## src/scale2x_upscaler_assert.svh

```systemverilog
// ----------------------------------------------------------------------------
// scale2x upscaler assertion macros
// shared concurrent assertion forms for the upscaler modules
// ----------------------------------------------------------------------------
`ifndef SCALE2X_UPSCALER_ASSERT_SVH
`define SCALE2X_UPSCALER_ASSERT_SVH

// same-cycle implication, off while reset is low
`define SCL2X_ASSERT_IMPL(lbl, clk, rst_n, ante, cons) \
    lbl: assert property (@(posedge clk) disable iff (!rst_n) (ante) |-> (cons)) \
        else $error("scl2x assertion failed (same cycle)");

// next-cycle implication, off while reset is low
`define SCL2X_ASSERT_NEXT(lbl, clk, rst_n, ante, cons) \
    lbl: assert property (@(posedge clk) disable iff (!rst_n) (ante) |=> (cons)) \
        else $error("scl2x assertion failed (next cycle)");

`endif

```

## src/scl2x_pkg.sv

```systemverilog
// ----------------------------------------------------------------------------
// scl2x_pkg
// types and constants shared by the scale2x upscaler modules
// ----------------------------------------------------------------------------
package scl2x_pkg;

    localparam int PIX_W       = 32;
    localparam int POS_W       = 9;
    localparam int CFG_W       = 10;
    localparam int ADDR_W      = 3;
    localparam int APB_W       = 32;
    localparam int LINE_ROWS   = 3;
    localparam int SLOT_W      = 2;
    localparam int QUEUE_DEPTH = 4;
    localparam int QPTR_W      = 2;
    localparam int LVL_W       = 3;

    localparam logic REG_FRAME_WIDTH  = 1'b0;
    localparam logic REG_FRAME_HEIGHT = 1'b1;

    localparam logic [CFG_W-1:0] WIDTH_RESET  = 10'd320;
    localparam logic [CFG_W-1:0] HEIGHT_RESET = 10'd200;

    typedef logic [PIX_W-1:0] t_pix;
    typedef logic [POS_W-1:0] t_pos;

    // one classified source pixel with every neighbour its blocks need
    typedef struct packed {
        t_pix cur;
        t_pix c1;
        t_pix c2;
        t_pix p1l;
        t_pix p1c;
        t_pix p1r;
        t_pix p2c;
        t_pos row;
        t_pos col;
        logic row_nz;
        logic has_a;
        logic has_l;
        logic has_s;
    } t_job;

endpackage

```

## src/scl2x_fifo.sv

```systemverilog
// ----------------------------------------------------------------------------
// scl2x_fifo
// short job queue between the classify front and the block back end
// ----------------------------------------------------------------------------
`include "scale2x_upscaler_assert.svh"

module scl2x_fifo
    import scl2x_pkg::*;
(
    input  logic             i_clk,
    input  logic             i_rst_n,
    input  logic             i_push,
    input  t_job             i_job,
    input  logic             i_pop,
    output t_job             o_head,
    output logic             o_empty,
    output logic [LVL_W-1:0] o_level
);

    t_job              r_mem [QUEUE_DEPTH];
    logic [QPTR_W-1:0] r_wr;
    logic [QPTR_W-1:0] r_rd;
    logic [LVL_W-1:0]  r_level;
    logic [LVL_W-1:0]  n_level;

    always_comb begin
        n_level = r_level;
        if (i_push && !i_pop) begin
            n_level = r_level + LVL_W'(1);
        end else if (!i_push && i_pop) begin
            n_level = r_level - LVL_W'(1);
        end
    end

    always_ff @(posedge i_clk) begin
        if (!i_rst_n) begin
            r_wr    <= '0;
            r_rd    <= '0;
            r_level <= '0;
        end else begin
            if (i_push) begin
                r_wr <= r_wr + QPTR_W'(1);
            end
            if (i_pop) begin
                r_rd <= r_rd + QPTR_W'(1);
            end
            r_level <= n_level;
        end
    end

    always_ff @(posedge i_clk) begin
        if (i_push) begin
            r_mem[r_wr] <= i_job;
        end
    end

    assign o_head  = r_mem[r_rd];
    assign o_empty = (r_level == '0);
    assign o_level = r_level;

    `SCL2X_ASSERT_IMPL(a_no_overflow, i_clk, i_rst_n, r_level == LVL_W'(QUEUE_DEPTH), !i_push)
    `SCL2X_ASSERT_IMPL(a_no_underflow, i_clk, i_rst_n, r_level == '0, !i_pop)

endmodule

```

## config.mk

```make
export PLATFORM = sky130hd
export DESIGN_NAME = scl2x_fifo
export DESIGN_NICKNAME = d
export VERILOG_FILES = /design/src/scl2x_pkg.sv /design/src/scl2x_fifo.sv
export VERILOG_INCLUDE_DIRS = /design/src /design/src/src
export SDC_FILE = /design/constraint.sdc
export NUM_CORES = 1
export LEC_CHECK = 0
export BUFFER_PORTS_ARGS = -buffer_cell sky130_fd_sc_hd__buf_2
export CAP_MARGIN = 5
export CORE_AREA = 10 10 303 378
export CTS_CLUSTER_DIAMETER = 50
export DETAILED_ROUTE_END_ITERATION = 6
export DIE_AREA = 0 0 313 388
export GPL_TIMING_DRIVEN = 0
export PLACE_DENSITY = 0.5
export SYNTH_ARGS = -nofsm -noshare
export SYNTH_HDL_FRONTEND = slang
export SYNTH_SLANG_ARGS = --single-unit
```

## constraint.sdc

```tcl
create_clock -name i_clk -period 7 [get_ports i_clk]
set_input_delay 1.4 -clock i_clk [delete_from_list [all_inputs] [get_ports i_clk]]
set_output_delay 1.4 -clock i_clk [all_outputs]
set_load 0.02 [all_outputs]
```

# ---- Yosys cells after proc, flatten, opt, wreduce, memory -nomap -nowiden
# Memory sizes are Yosys's and may differ from the RTL's. A register that Yosys moved wholly into a read port is not among the register bits.
# Index checks and enable logic that the tools add are counted.
dict set report word_totals {
  regBits 7
  ramBits 984
  inputBits 250
  out_inout_bits 250
  word_cells 20
  memories 1
}
# name words word_bits read_ports rd_clocked_by_memory_dff wr line
set mem_list {}
lappend mem_list {r_mem 4 246 1 1 1 scl2x_fifo.sv:20} ;# t_job r_mem [QUEUE_DEPTH];
dict set report op_classes {
  n_addsub 4
  n_mux 6
  n_reduce_logical 6
}
# op n
set ops {}
lappend ops {{$mux 3} 2}
lappend ops {{$add 2x1->2 const B} 2}
lappend ops {{$mux 2} 2}
lappend ops {{$add 3x1->3 const B} 1}
lappend ops {{$logic_not 3->1} 1}
lappend ops {{$sub 3x1->3 const B} 1}
lappend ops {{$logic_and 1x1->1} 2}
lappend ops {{$logic_not 1->1} 2}
lappend ops {{$mux 1} 2}
lappend ops {{$reduce_bool 2->1} 1}

# ---- Logic depth before layout (Yosys ltp)
# Gate-level depths: netlist (run 1).
dict set report logic_depth {
  word_depth 4
  mapped_depth 7
  ltp_nobuf 7
}

# ---- Least setup slack after synthesis (run 1)
# No wires, ideal clock.
dict set report synth_timing {
  kind {input to register}
  startpoint {input i_push}
  endpoint {memory r_mem[0][0] (netlist bit) (enable)}
  setup_ns 0.637
  arrival_ns 6.963
  t_required_ns 6.363
  path_slack_ns -0.600
  path_stages 1
  path_buffers 0
  cell_sequence {and2_1}
}
dict set report synth_via {
  elab_chain_len 2
}
# element line
set synth_rtl {}
lappend synth_rtl {{from (decl)} scl2x_fifo.sv:12} ;# input logic i_push,
lappend synth_rtl {{$mux 1} scl2x_fifo.sv:52} ;# if (i_push) begin
lappend synth_rtl {{$mux 1 (not written as such)} scl2x_fifo.sv:53} ;# r_mem[r_wr] <= i_job;
lappend synth_rtl {{to (decl)} scl2x_fifo.sv:20}
# No other way between the ends.

==> results of run 1 <==
==> layout by cell type (no fill, tap or decap), types with 3 or more instances in the layout <==
master / synthesis / routed
clkinv_1: 0 / 28
xor2_1: 3 / 3
clkbuf_1: 2 / 12
buf_12: 22 / 26
buf_6: 5 / 5
and2_4: 0 / 4
and2_1: 9 / 5
diode_2: 0 / 4
inv_1: 4 / 4
bufinv_16: 0 / 11
inv_8: 0 / 7
edfxtp_1: 984 / 984
dfxtp_1: 9 / 9
clkbuf_16: 0 / 109
inv_6: 0 / 6
buf_2: 25 / 524
clkinv_2: 0 / 17
buf_16: 0 / 16
mux4_2: 246 / 246
ha_1: 5 / 5
clkinvlp_4: 0 / 4
clkinv_4: 0 / 3
==> worst max path at each step <==
stage                          to  cells after the start
global placement    r_mem[0][144]                      2
detailed placement   r_mem[2][45]                      5
floorplan             r_mem[1][0]                      1
finish                o_head[155]                      4
global route           o_head[83]                      4
CTS                    o_head[84]                      4
==> sequential cells by signal, indices dropped and copies added (netlist names), named ones only <==
name     count
o_level      3
r_wr         2
r_rd         2
r_mem      984
==> worst min-delay path, delay by kind of cell, from the launching register on <==
kind           cells  cell delay [ps]
flip-flops         1              340
AO/OA/AOI/OAI      2              160
==> per-layer routing <==
layer	part of all wire, %	wire length [um]
met1	38	32300
met2	51	43500
met3	8.5	7250
met4	2.7	2320
met5	0.39	336
==> cell families after synthesis <==
logic type / share of synthesized area [%]
buffers and inverters: 1.82
AOI/OAI and AO/OA: 0.0346
DFF: 82.2
xor gates and xnor gates: 0.121
and+or+nand+nor: 0.232
muxes: 15.4
adders and majority gates: 0.228
==> power groups by stage <==
stage | Sequential, uW | Combinational [uW] | Clock [uW]
4_1_cts | 6890 | 1640 | 5810
2_1_floorplan | 7040 | 948 | 0
3_3_place_gp | 7070 | 1570 | 0
3_5_place_dp | 7020 | 1630 | 0
6_report | 6890 | 1570 | 5620
5_1_grt | 6910 | 1690 | 6070
==> layout make-up <==
type | instances | area [sq um]
fill | 9414 | 62100
sequential | 993 | 29700
multi-input combinational | 275 | 5790
timing repair buffer | 519 | 3020
clock buffer | 121 | 2770
tap | 1428 | 1790
clock inverter | 80 | 808
buffer | 55 | 647
inverter | 4 | 15.0
antenna | 4 | 10.0
==> stage by stage <==
stage	util (%)	worst slack [ps]	TNS, ps	instances
final	41.8	3000	0	3479
after global routing	41.8	2750	0	3478
after CTS	41.8	2700	0	3475
after detailed placement	38.4	3420	0	3274
after global placement	37.9	-977	-894520	3254
after floorplan	-	2150	0	1327
==> Yosys cell counts <==
cell type,count,area [sq um]
edfxtp_1,984,29500
mux4_2,246,5540
buf_2,25,125
buf_12,22,440
and2_1,9,56.3
dfxtp_1,9,180
buf_6,5,56.3
ha_1,5,62.6
inv_1,4,15.0
xor2_1,3,26.3
clkbuf_1,2,7.51
mux2i_1,2,20.0
nor2b_1,2,12.5
xnor2_1,2,17.5
a21boi_0,1,7.51
buf_8,1,15.0
fa_1,1,20.0
nand2_1,1,3.75
nor3_1,1,5.00
o21ai_0,1,5.00
or3_1,1,6.26
==> run summary, run 1 <==
Outcome: complete, no violations
Ports: 500
Setup Buffers After CTS: 0
Overall Power: 14100 uW
Num rows: 134
Fin crit share: 57.2%
Dpl hpwl: 57.7 mm
VDD IR max: 0.000193 V
CP cell instances: clkbuf_2, buf_2, mux4_2, buf_2
Post-Syn Nets: 1583
Core area: 107000 sq um
Clock transition at path regs: 60 ps
Hold Vio Cnt, Final: 0
Worst flop-to-flop path endpoint: r_mem[2][49]
Worst hold path type: reg -> reg
Final non-filler cell area: 44600 sq um
Synth unique cells: 21
Layout area overhead: 23.2%
Switching share of power: 23.7%
WP data arrival: 2600 ps
Pins Over Slew Limit: 0
Worst Max-Slew Pin Slew: 612 ps
Hold Path End: o_level[2]
GRT met2 Usage: 23.5%
Clock tree sinks: 993
Routability Congestion: 0.723
PortBufs: 499
GR Overflow Total: 0
CP top delay family: buffers and inverters
Vias: 16421
Int Pwr: 10800 uW
Via/cell ratio: 4.72
CP required: 5600 ps
F_max: 250 MHz
Flops & latches, synth: 993
Max Cap Viol: 0
Crit path max-delay cell type: clkbuf_2
Period minus WS final: 4000 ps
Initial antenna violation count: 37
First-pass GRT wire length: 125 mm
Logic pwr share: 11.2%
Final hold slack: 543 ps
Die Span Y: 388 um
Sequential share of power: 48.9%
Synthesized cell area: 36200 sq um
M1 GR Usage: 15.9%
Worst reg2reg setup slack: 4580 ps
HP Start: o_level[2]
Clock power share: 39.9%
Cells after Synth: 1327
Hold Path Cell Cnt: 2
RSZ-0062 raised after global routing: false
DRT iter0 DRCs: 862
Critical Path Source Type: register
Final ANT Viol Nets: 0
Fraction of layout cells with a size suffix above 1: 48.1%
Final wirelength: 85.7 mm
Post-synthesis sequential area ratio: 82.2%
Die Wd: 313 um
Rel. slew slack: 59.2%
Ys Warns: 0
Worst-Skew Late Latency: 700 ps
Starting density of the core: 33.9%
CTS max path bufs: 3
Post-CTS Resized: 0
Placed inst area: 41000 sq um
Psw: 3340 uW
DRT Pass-1 Iters: 6
Final setup fails: 0
WP buf/inv: 3
GRT Total Usage: 14.0%
Clk_skew: 15.6 ps
CTS tree: done
CTS Buf Count: 109
Critical Path Most Common Cell: buf_2
Fin nets: 2213
PD cells: 316 nW/um^2
# hold bufs at CTS: 0
Vias in the first global route: 17980
Die area: 121000 sq um
Maximum number of pins on one net before global-route repair: 54
# DRC: 0
CP max FO: 10
Leakage Power: 0.0149 uW
WL/cell: 24.6 um
Root Driver: clkbuf_16
Global route hottest layer: met2
CP Class: reg -> out
Cells on worst reg2reg path: 6
Critical Path End Type: output pin
Worst stage delay on the critical path: 520 ps
Met3 Track Usage GR: 5.64%
H-tree depth: 3
Avg Cell Area, Syn: 27.3 sq um
Worst r2r src: r_wr[0]
No activity file was read; power rests on OpenSTA's default activity.
==> inputs of run 2 (changes only) <==
- ABC_AREA: default -> 1
- CORE_AREA: 10 10 303 378 -> 10 10 306 382
- DIE_AREA: 0 0 313 388 -> 0 0 316 392
- PLACE_DENSITY: 0.5 -> 0.49
- clock period: 7 -> 3.3 ns (I/O delays scaled with it)
==> run 2 against run 1 <==
  * Combinational power increased by 110%
  * Sequential share of layout area decreased by 1.8 points
  * Clock skew increased by 2.4 ps
  * Power increased by 110%
  * Sequential cell count unchanged
  * Count of clock-buffer cells in the layout increased by 7
  * Wire length increased by 30%
  * Largest power group unchanged
==> run summary, run 2 <==
WL/cell: 24.1 um (was 24.6 um)
Ports: 500 (unchanged)
Rel. slew slack: 42.2% (was 59.2%)
Final TNS setup: 0 ps (unchanged)
Commonest cells post-synth: edfxtp_1 (984), nor2_1 (497), o21ai_0 (376) (was edfxtp_1 (984), mux4_2 (246), buf_2 (25))
Fraction of layout cells with a size suffix above 1: 27.1% (was 48.1%)
Clk_skew: 18.0 ps (was 15.6 ps)
H-tree depth: 3 (unchanged)
# hold bufs at CTS: 0 (unchanged)
F_max: 317 MHz
Die area: 124000 sq um (was 121000 sq um)
Final hold slack: 178 ps (was 543 ps)
Crit path max-delay cell type: clkbuf_1 (was clkbuf_2)
Die Span Y: 392 um (was 388 um)
Commonest non-fill, non-tap cell in the layout: edfxtp_1 (unchanged)
Most frequent cell after synthesis: edfxtp_1 (unchanged)
Int Pwr: 22700 uW (was 10800 uW)
Final ANT Viol Nets: 0 (unchanged)
Largest register FFs: 984 (unchanged)
Final wirelength: 111 mm (was 85.7 mm)
Worst-Skew Late Latency: 680 ps (was 700 ps)
Biggest register: r_mem (unchanged)
Cells after Synth: 2436 (was 1327)
Starting density of the core: 33.7% (was 33.9%)
Overall Power: 30100 uW (was 14100 uW)
CP top delay family: buffers and inverters (unchanged)
Via/cell ratio: 5.00 (was 4.72)
Logic pwr share: 11.0% (was 11.2%)
Setup Buffers After CTS: 0 (unchanged)
Post-synthesis sequential area ratio: 80.6% (was 82.2%)
Critical Path Source Type: register (unchanged)
Num rows: 136 (was 134)
Clock tree sinks: 993 (unchanged)
Pins Over Slew Limit: 0 (unchanged)
Critical Path End Type: output pin (unchanged)
Worst Max-Slew Pin Slew: 865 ps (was 612 ps)
CP required: 2640 ps (was 5600 ps)
Synth unique cells: 21 (unchanged)
Avg Cell Area, Syn: 15.1 sq um (was 27.3 sq um)
Root Driver: clkbuf_16 (unchanged)
Post-Syn Nets: 2692 (was 1583)
Final setup fails: 0 (unchanged)
Ys Warns: 0 (unchanged)
CP max FO: 10 (unchanged)
Sequential share of power: 48.4% (was 48.9%)
Outcome: complete, no violations (unchanged)
DRT Pass-1 Iters: 5 (was 6)
DRT iter0 DRCs: 1673 (was 862)
WP buf/inv: 4 (was 3)
# DRC: 0 (unchanged)
Final non-filler cell area: 45800 sq um (was 44600 sq um)
Synthesized cell area: 36900 sq um (was 36200 sq um)
Clock transition at path regs: 60 ps (about the same)
Initial antenna violation count: 53 (was 37)
Maximum number of pins on one net before global-route repair: 34 (was 54)
GR Overflow Total: 0 (unchanged)
Share of the synthesized area in the top cell type: 80.1% (was 81.7%)
Flops & latches, synth: 993 (unchanged)
Cell accounting for the most synthesized area: edfxtp_1 (unchanged)
Critical Path Most Common Cell: buf_6 (was buf_2)
Fin nets: 3337 (was 2213)
CTS tree: done (unchanged)
Vias in the first global route: 23578 (was 17980)
Psw: 7380 uW (was 3340 uW)
HP Start: i_job[181] (was o_level[2])
Switching share of power: 24.6% (was 23.7%)
CTS max path bufs: 3 (unchanged)
Hold Vio Cnt, Final: 0 (unchanged)
Max Cap Viol: 0 (unchanged)
Clock power share: 40.6% (was 39.9%)
Main flop type after synthesis: edfxtp_1 (unchanged)
PD cells: 656 nW/um^2 (was 316 nW/um^2)
CTS Buf Count: 108 (was 109)
Fill cell count: 9953 (was 9414)
VDD IR max: 0.000490 V (was 0.000193 V)
Placed inst area: 42000 sq um (was 41000 sq um)
Dpl hpwl: 75.6 mm (was 57.7 mm)
Ranking of synthesized cells by area: edfxtp_1 (80%), o21ai_0 (5.1%), nor2_1 (5.1%) (was edfxtp_1 (82%), mux4_2 (15%), buf_12 (1.2%))
Period minus WS final: 3150 ps
Most frequent cells in the layout: edfxtp_1 (984), buf_2 (509), nor2_1 (497) (was edfxtp_1 (984), buf_2 (524), mux4_2 (246))
Async SR Flop Fraction: 0% (unchanged)
First-pass GRT wire length: 159 mm (was 125 mm)
Core area: 109000 sq um (was 107000 sq um)
Die Wd: 316 um (was 313 um)
Routability Congestion: 0.771 (was 0.723)
Worst stage delay on the critical path: 420 ps (was 520 ps)
Vias: 23167 (was 16421)
Worst hold path type: in -> reg (was reg -> reg)
RSZ-0062 raised after global routing: false (unchanged)
Post-CTS Resized: 70 (was 0)
Fin crit share: 95.5%
Number of synthesized flops with an enable pin: 984 (unchanged)
PortBufs: 499 (unchanged)
Leakage Power: 0.0159 uW (was 0.0149 uW)
GRT Total Usage: 17.4% (was 14.0%)
CP Class: reg -> out (unchanged)
Layout area overhead: 24.2% (was 23.2%)
WP data arrival: 2490 ps (was 2600 ps)
Worst r2r src: r_wr[1] (was r_wr[0])
CP cell instances: buf_6, buf_6, clkbuf_1, o21ai_0, o22ai_1, buf_2 (was clkbuf_2, buf_2, mux4_2, buf_2)
-- run 2: cell types whose count changed after synthesis, moves of 22 or more --
cell	previous run	this run
buf_6	5	35
clkbuf_1	2	80
nor2_1	0	497
o21ai_1	0	122
o21ai_0	1	376
mux4_2	246	0
o22ai_1	0	246
buf_12	22	0
-- run 2: worst paths after layout --
path | endpoint | slack, ps | cells past startpoint
setup / recovery | o_head[143] | 150 | 6
hold / removal | r_mem[3][181] | 180 | 1
setup reg to reg | r_mem[1][144] | 620 | 7
hold reg to reg | register | 450 | 1
-- run 2: worst register-to-register path, cell delays in order (launching register included) --
cell	delay (ps)
dfxtp_1	360
inv_1	100
ha_2	220
nand2_8	80
clkinvlp_4	670
buf_12	480
buf_12	250
buf_12	230
-- run 2: through the flow --
step / utilization [%] / setup WS, ps / cells
finish: 41.9 / 149 / 4635
global route: 41.8 / 0.474 / 4627
CTS: 41.8 / 0.455 / 4614
detailed placement: 38.4 / 214 / 4420
global placement: 37.7 / -5670 / 4384
floorplan: - / -1460 / 2436
-- run 2: metal layers --
layer  vias to the layer above  routed length [um]  GRT usage, %
li1                      10598                   -             -
met1                     11492               43300          20.8
met2                       800               55200          29.0
met3                       223                9320          5.30
met4                        54                3380          7.10
met5                         -                 332             0
-- run 2: final cells by class --
class | count | area [sq um] | area share, %
multi-input combinational | 1263 | 6120 | 13.4
tap | 1449 | 1810 | 3.96
buffer | 163 | 1140 | 2.49
sequential | 993 | 29700 | 64.9
antenna | 21 | 52.6 | 0.115
clock buffer | 128 | 2800 | 6.11
clock inverter | 66 | 820 | 1.79
inverter | 17 | 86.3 | 0.189
timing repair buffer | 535 | 3230 | 7.06
-- run 2: power groups by stage --
stage	combinational, uW	sequential (uW)	clock, uW
6_report	3320	14500	12200
5_1_grt	3600	14600	13000
4_1_cts	3390	14500	12500
3_5_place_dp	3360	14800	0
3_3_place_gp	3200	15000	0
2_1_floorplan	1720	14900	0
-- run 2: cells by family after synthesis --
| logic type | after synthesis | share of synthesized area [%] |
|---|---|---|
| AO/OA/AOI/OAI | 748 | 11.0 |
| adder cells (fa/ha/maj) | 6 | 0.224 |
| buffers and inverters | 180 | 2.95 |
| flip-flops | 993 | 80.6 |
| AND/OR/NAND/NOR | 509 | 5.20 |
==> inputs of run 3 (changes only) <==
- CORE_AREA: 10 10 306 382 -> 10 10 380 308
- CTS_BUF_LIST: default -> sky130_fd_sc_hd__clkbuf_4 sky130_fd_sc_hd__clkbuf_8 sky130_fd_sc_hd__clkbuf_16
- DIE_AREA: 0 0 316 392 -> 0 0 390 318
==> run 3 against run 2 <==
  * The flow now finishes with violations (DRC)
  * First-iteration DRC count grew 2.8%
  * Sequential share of layout area shrank 0.10 points
  * Die area grew 0.12%
  * Combinational power is essentially flat
  * Final cell count shrank 0.11%
  * Critical path depth is the same
  * Fmax shrank 2.5%
  * Core utilization is essentially flat
  * Critical path type unchanged
  * Largest cell class unchanged
  * Highest routed layer unchanged
==> run summary, run 3 (same netlist as run 2, synthesis figures left out) <==
Worst-Skew Late Latency: 710 ps (was 680 ps)
F_max: 310 MHz (was 317 MHz)
WP data arrival: 2570 ps (was 2490 ps)
CP cell instances: buf_6, buf_8, clkbuf_1, nor2_1, o22ai_1, buf_2 (was buf_6, buf_6, clkbuf_1, o21ai_0, o22ai_1, buf_2)
Most frequent cells in the layout: edfxtp_1 (984), buf_2 (507), nor2_1 (497) (was edfxtp_1 (984), buf_2 (509), nor2_1 (497))
CTS Buf Count: 107 (was 108)
DRT iter0 DRCs: 1720 (was 1673)
Worst hold path type: in -> reg (unchanged)
Period minus WS final: 3230 ps (was 3150 ps)
Hold Vio Cnt, Final: 0 (unchanged)
WL/cell: 24.0 um (was 24.1 um)
Rel. slew slack: 41.9% (was 42.2%)
Final setup margin: 69.1 ps (was 149 ps)
Layout area overhead: 24.4% (was 24.2%)
Starting density of the core: 33.6% (was 33.7%)
Critical Path End Type: output pin (unchanged)
Final setup fails: 0 (unchanged)
First-pass GRT wire length: 160 mm (was 159 mm)
Maximum number of pins on one net before global-route repair: 34 (unchanged)
Routability Congestion: 0.749 (was 0.771)
Critical Path Source Type: register (unchanged)
Commonest non-fill, non-tap cell in the layout: edfxtp_1 (unchanged)
Worst stage delay on the critical path: 500 ps (was 420 ps)
Biggest register: r_mem (unchanged)
GR Overflow Total: 0 (unchanged)
Die area: 124000 sq um (about the same)
Fin crit share: 97.9% (was 95.5%)
CTS max path bufs: 3 (unchanged)
Via/cell ratio: 5.02 (was 5.00)
Initial antenna violation count: 46 (was 53)
Num rows: 109 (was 136)
Clock tree sinks: 993 (unchanged)
Ports: 500 (unchanged)
CP required: 2640 ps (about the same)
Fraction of layout cells with a size suffix above 1: 27.9% (was 27.1%)
Fin nets: 3335 (was 3337)
Largest register FFs: 984 (unchanged)
Final ANT Viol Nets: 0 (unchanged)
Vias in the first global route: 23650 (was 23578)
Final wirelength: 111 mm (about the same)
Clk_skew: 17.8 ps (was 18.0 ps)
DRT Pass-1 Iters: 7 (was 5)
Root Driver: clkbuf_16 (unchanged)
CP max FO: 10 (unchanged)
CP Class: reg -> out (unchanged)
Die Wd: 390 um (was 316 um)
Leakage Power: 0.0160 uW (was 0.0159 uW)
VDD IR max: 0.000599 V (was 0.000490 V)
PortBufs: 499 (unchanged)
Fill cell count: 10011 (was 9953)
Final std cells w/o fill: 4630 (was 4635)
Clock transition at path regs: 60 ps (about the same)
Pins Over Slew Limit: 0 (unchanged)
Core area: 110000 sq um (was 109000 sq um)
Setup Buffers After CTS: 0 (unchanged)
Final TNS setup: 0 ps (unchanged)
# DRC: 4 (was 0)
PD cells: 656 nW/um^2 (about the same)
# hold bufs at CTS: 0 (unchanged)
Violated checks: DRC
Vias: 23255 (was 23167)
CTS tree: done (unchanged)
RSZ-0062 raised after global routing: true (was false)
Worst slack, placed: -117 ps (was 214 ps)
H-tree depth: 3 (unchanged)
Dpl hpwl: 74.5 mm (was 75.6 mm)
Crit path max-delay cell type: clkbuf_1 (unchanged)
GRT Total Usage: 17.3% (was 17.4%)
Worst Max-Slew Pin Slew: 869 ps (was 865 ps)
Die Span Y: 318 um (was 392 um)
Max Cap Viol: 0 (unchanged)
Outcome: finished, violations left (was complete, no violations)
Dpl cells: 4413 (was 4420)
==> run 3: cell count changes in the layout (fill, tap and decap cells not counted), sizes merged <==
cell,before,now
buf,617,613
clkbuf,209,220
bufinv,15,13
diode,21,26
clkinv,35,24
inv,24,26
==> run 3: final timing paths <==
kind	startpoint	endpoint	depth (start not counted)	slack [ps]
worst max-delay path	register	o_head[23]	6	70
worst min-delay path	i_job[155]	r_mem[0][155]	1	160
worst max register to register	r_wr[0]	r_mem[2][144]	8	510
worst min register to register	r_rd[1]	register	1	440
==> run 3: timing repair <==
| item | CTS | global route |
|---|---|---|
| setup endpoints to repair | 205 | 98 |
| pin swaps | 0 | 1 |
| resized for setup | 70 | 48 |
==> run 3: worst max-delay path, delay by kind of cell, from the launching register on <==
| family | cells | cell delay (ps) |
|---|---|---|
| DFF | 1 | 320 |
| buffers and inverters | 4 | 1100 |
| and+or+nand+nor | 1 | 120 |
| AOI/OAI and AO/OA | 1 | 320 |
==> run 3: routing by layer <==
metal	track usage (%)	routed length, um	up-vias
met5	0	266	-
met4	5.83	3020	42
met3	5.62	8270	208
met2	29.0	55100	671
met1	20.9	44400	11717
li1	-	-	10617
==> run 3: power by group <==
part	switching [uW]	leakage (uW)	internal (uW)	total [uW]
combinational	2350	0.00510	984	3340
sequential	113	0.00911	14400	14500
clock	4850	0.00180	7370	12200
==> run 3: final cells by class <==
type                       count  area, sq um  share of cell area (%)
inverter                      17         86.3                   0.188
clock buffer                 136         2950                    6.44
buffer                       163         1170                    2.55
tap                         1443         1810                    3.94
multi-input combinational   1263         6150                    13.4
timing repair buffer         534         3220                    7.02
sequential                   993        29700                    64.8
clock inverter                55          682                    1.49
antenna                       26         65.1                   0.142
==> run 3: stage by stage <==
step | utilization (%) | power [uW] | cell area [sq um] | hold slack, ps
6_report | 41.8 | 30100 | 45900 | 163
5_1_grt | 41.8 | 31200 | 45800 | 99.5
2_1_floorplan | - | 16600 | 37000 | 412
3_5_place_dp | 38.3 | 18200 | 42000 | 446
3_3_place_gp | 37.6 | 18200 | 41300 | 437
4_1_cts | 41.7 | 30400 | 45700 | 83.1
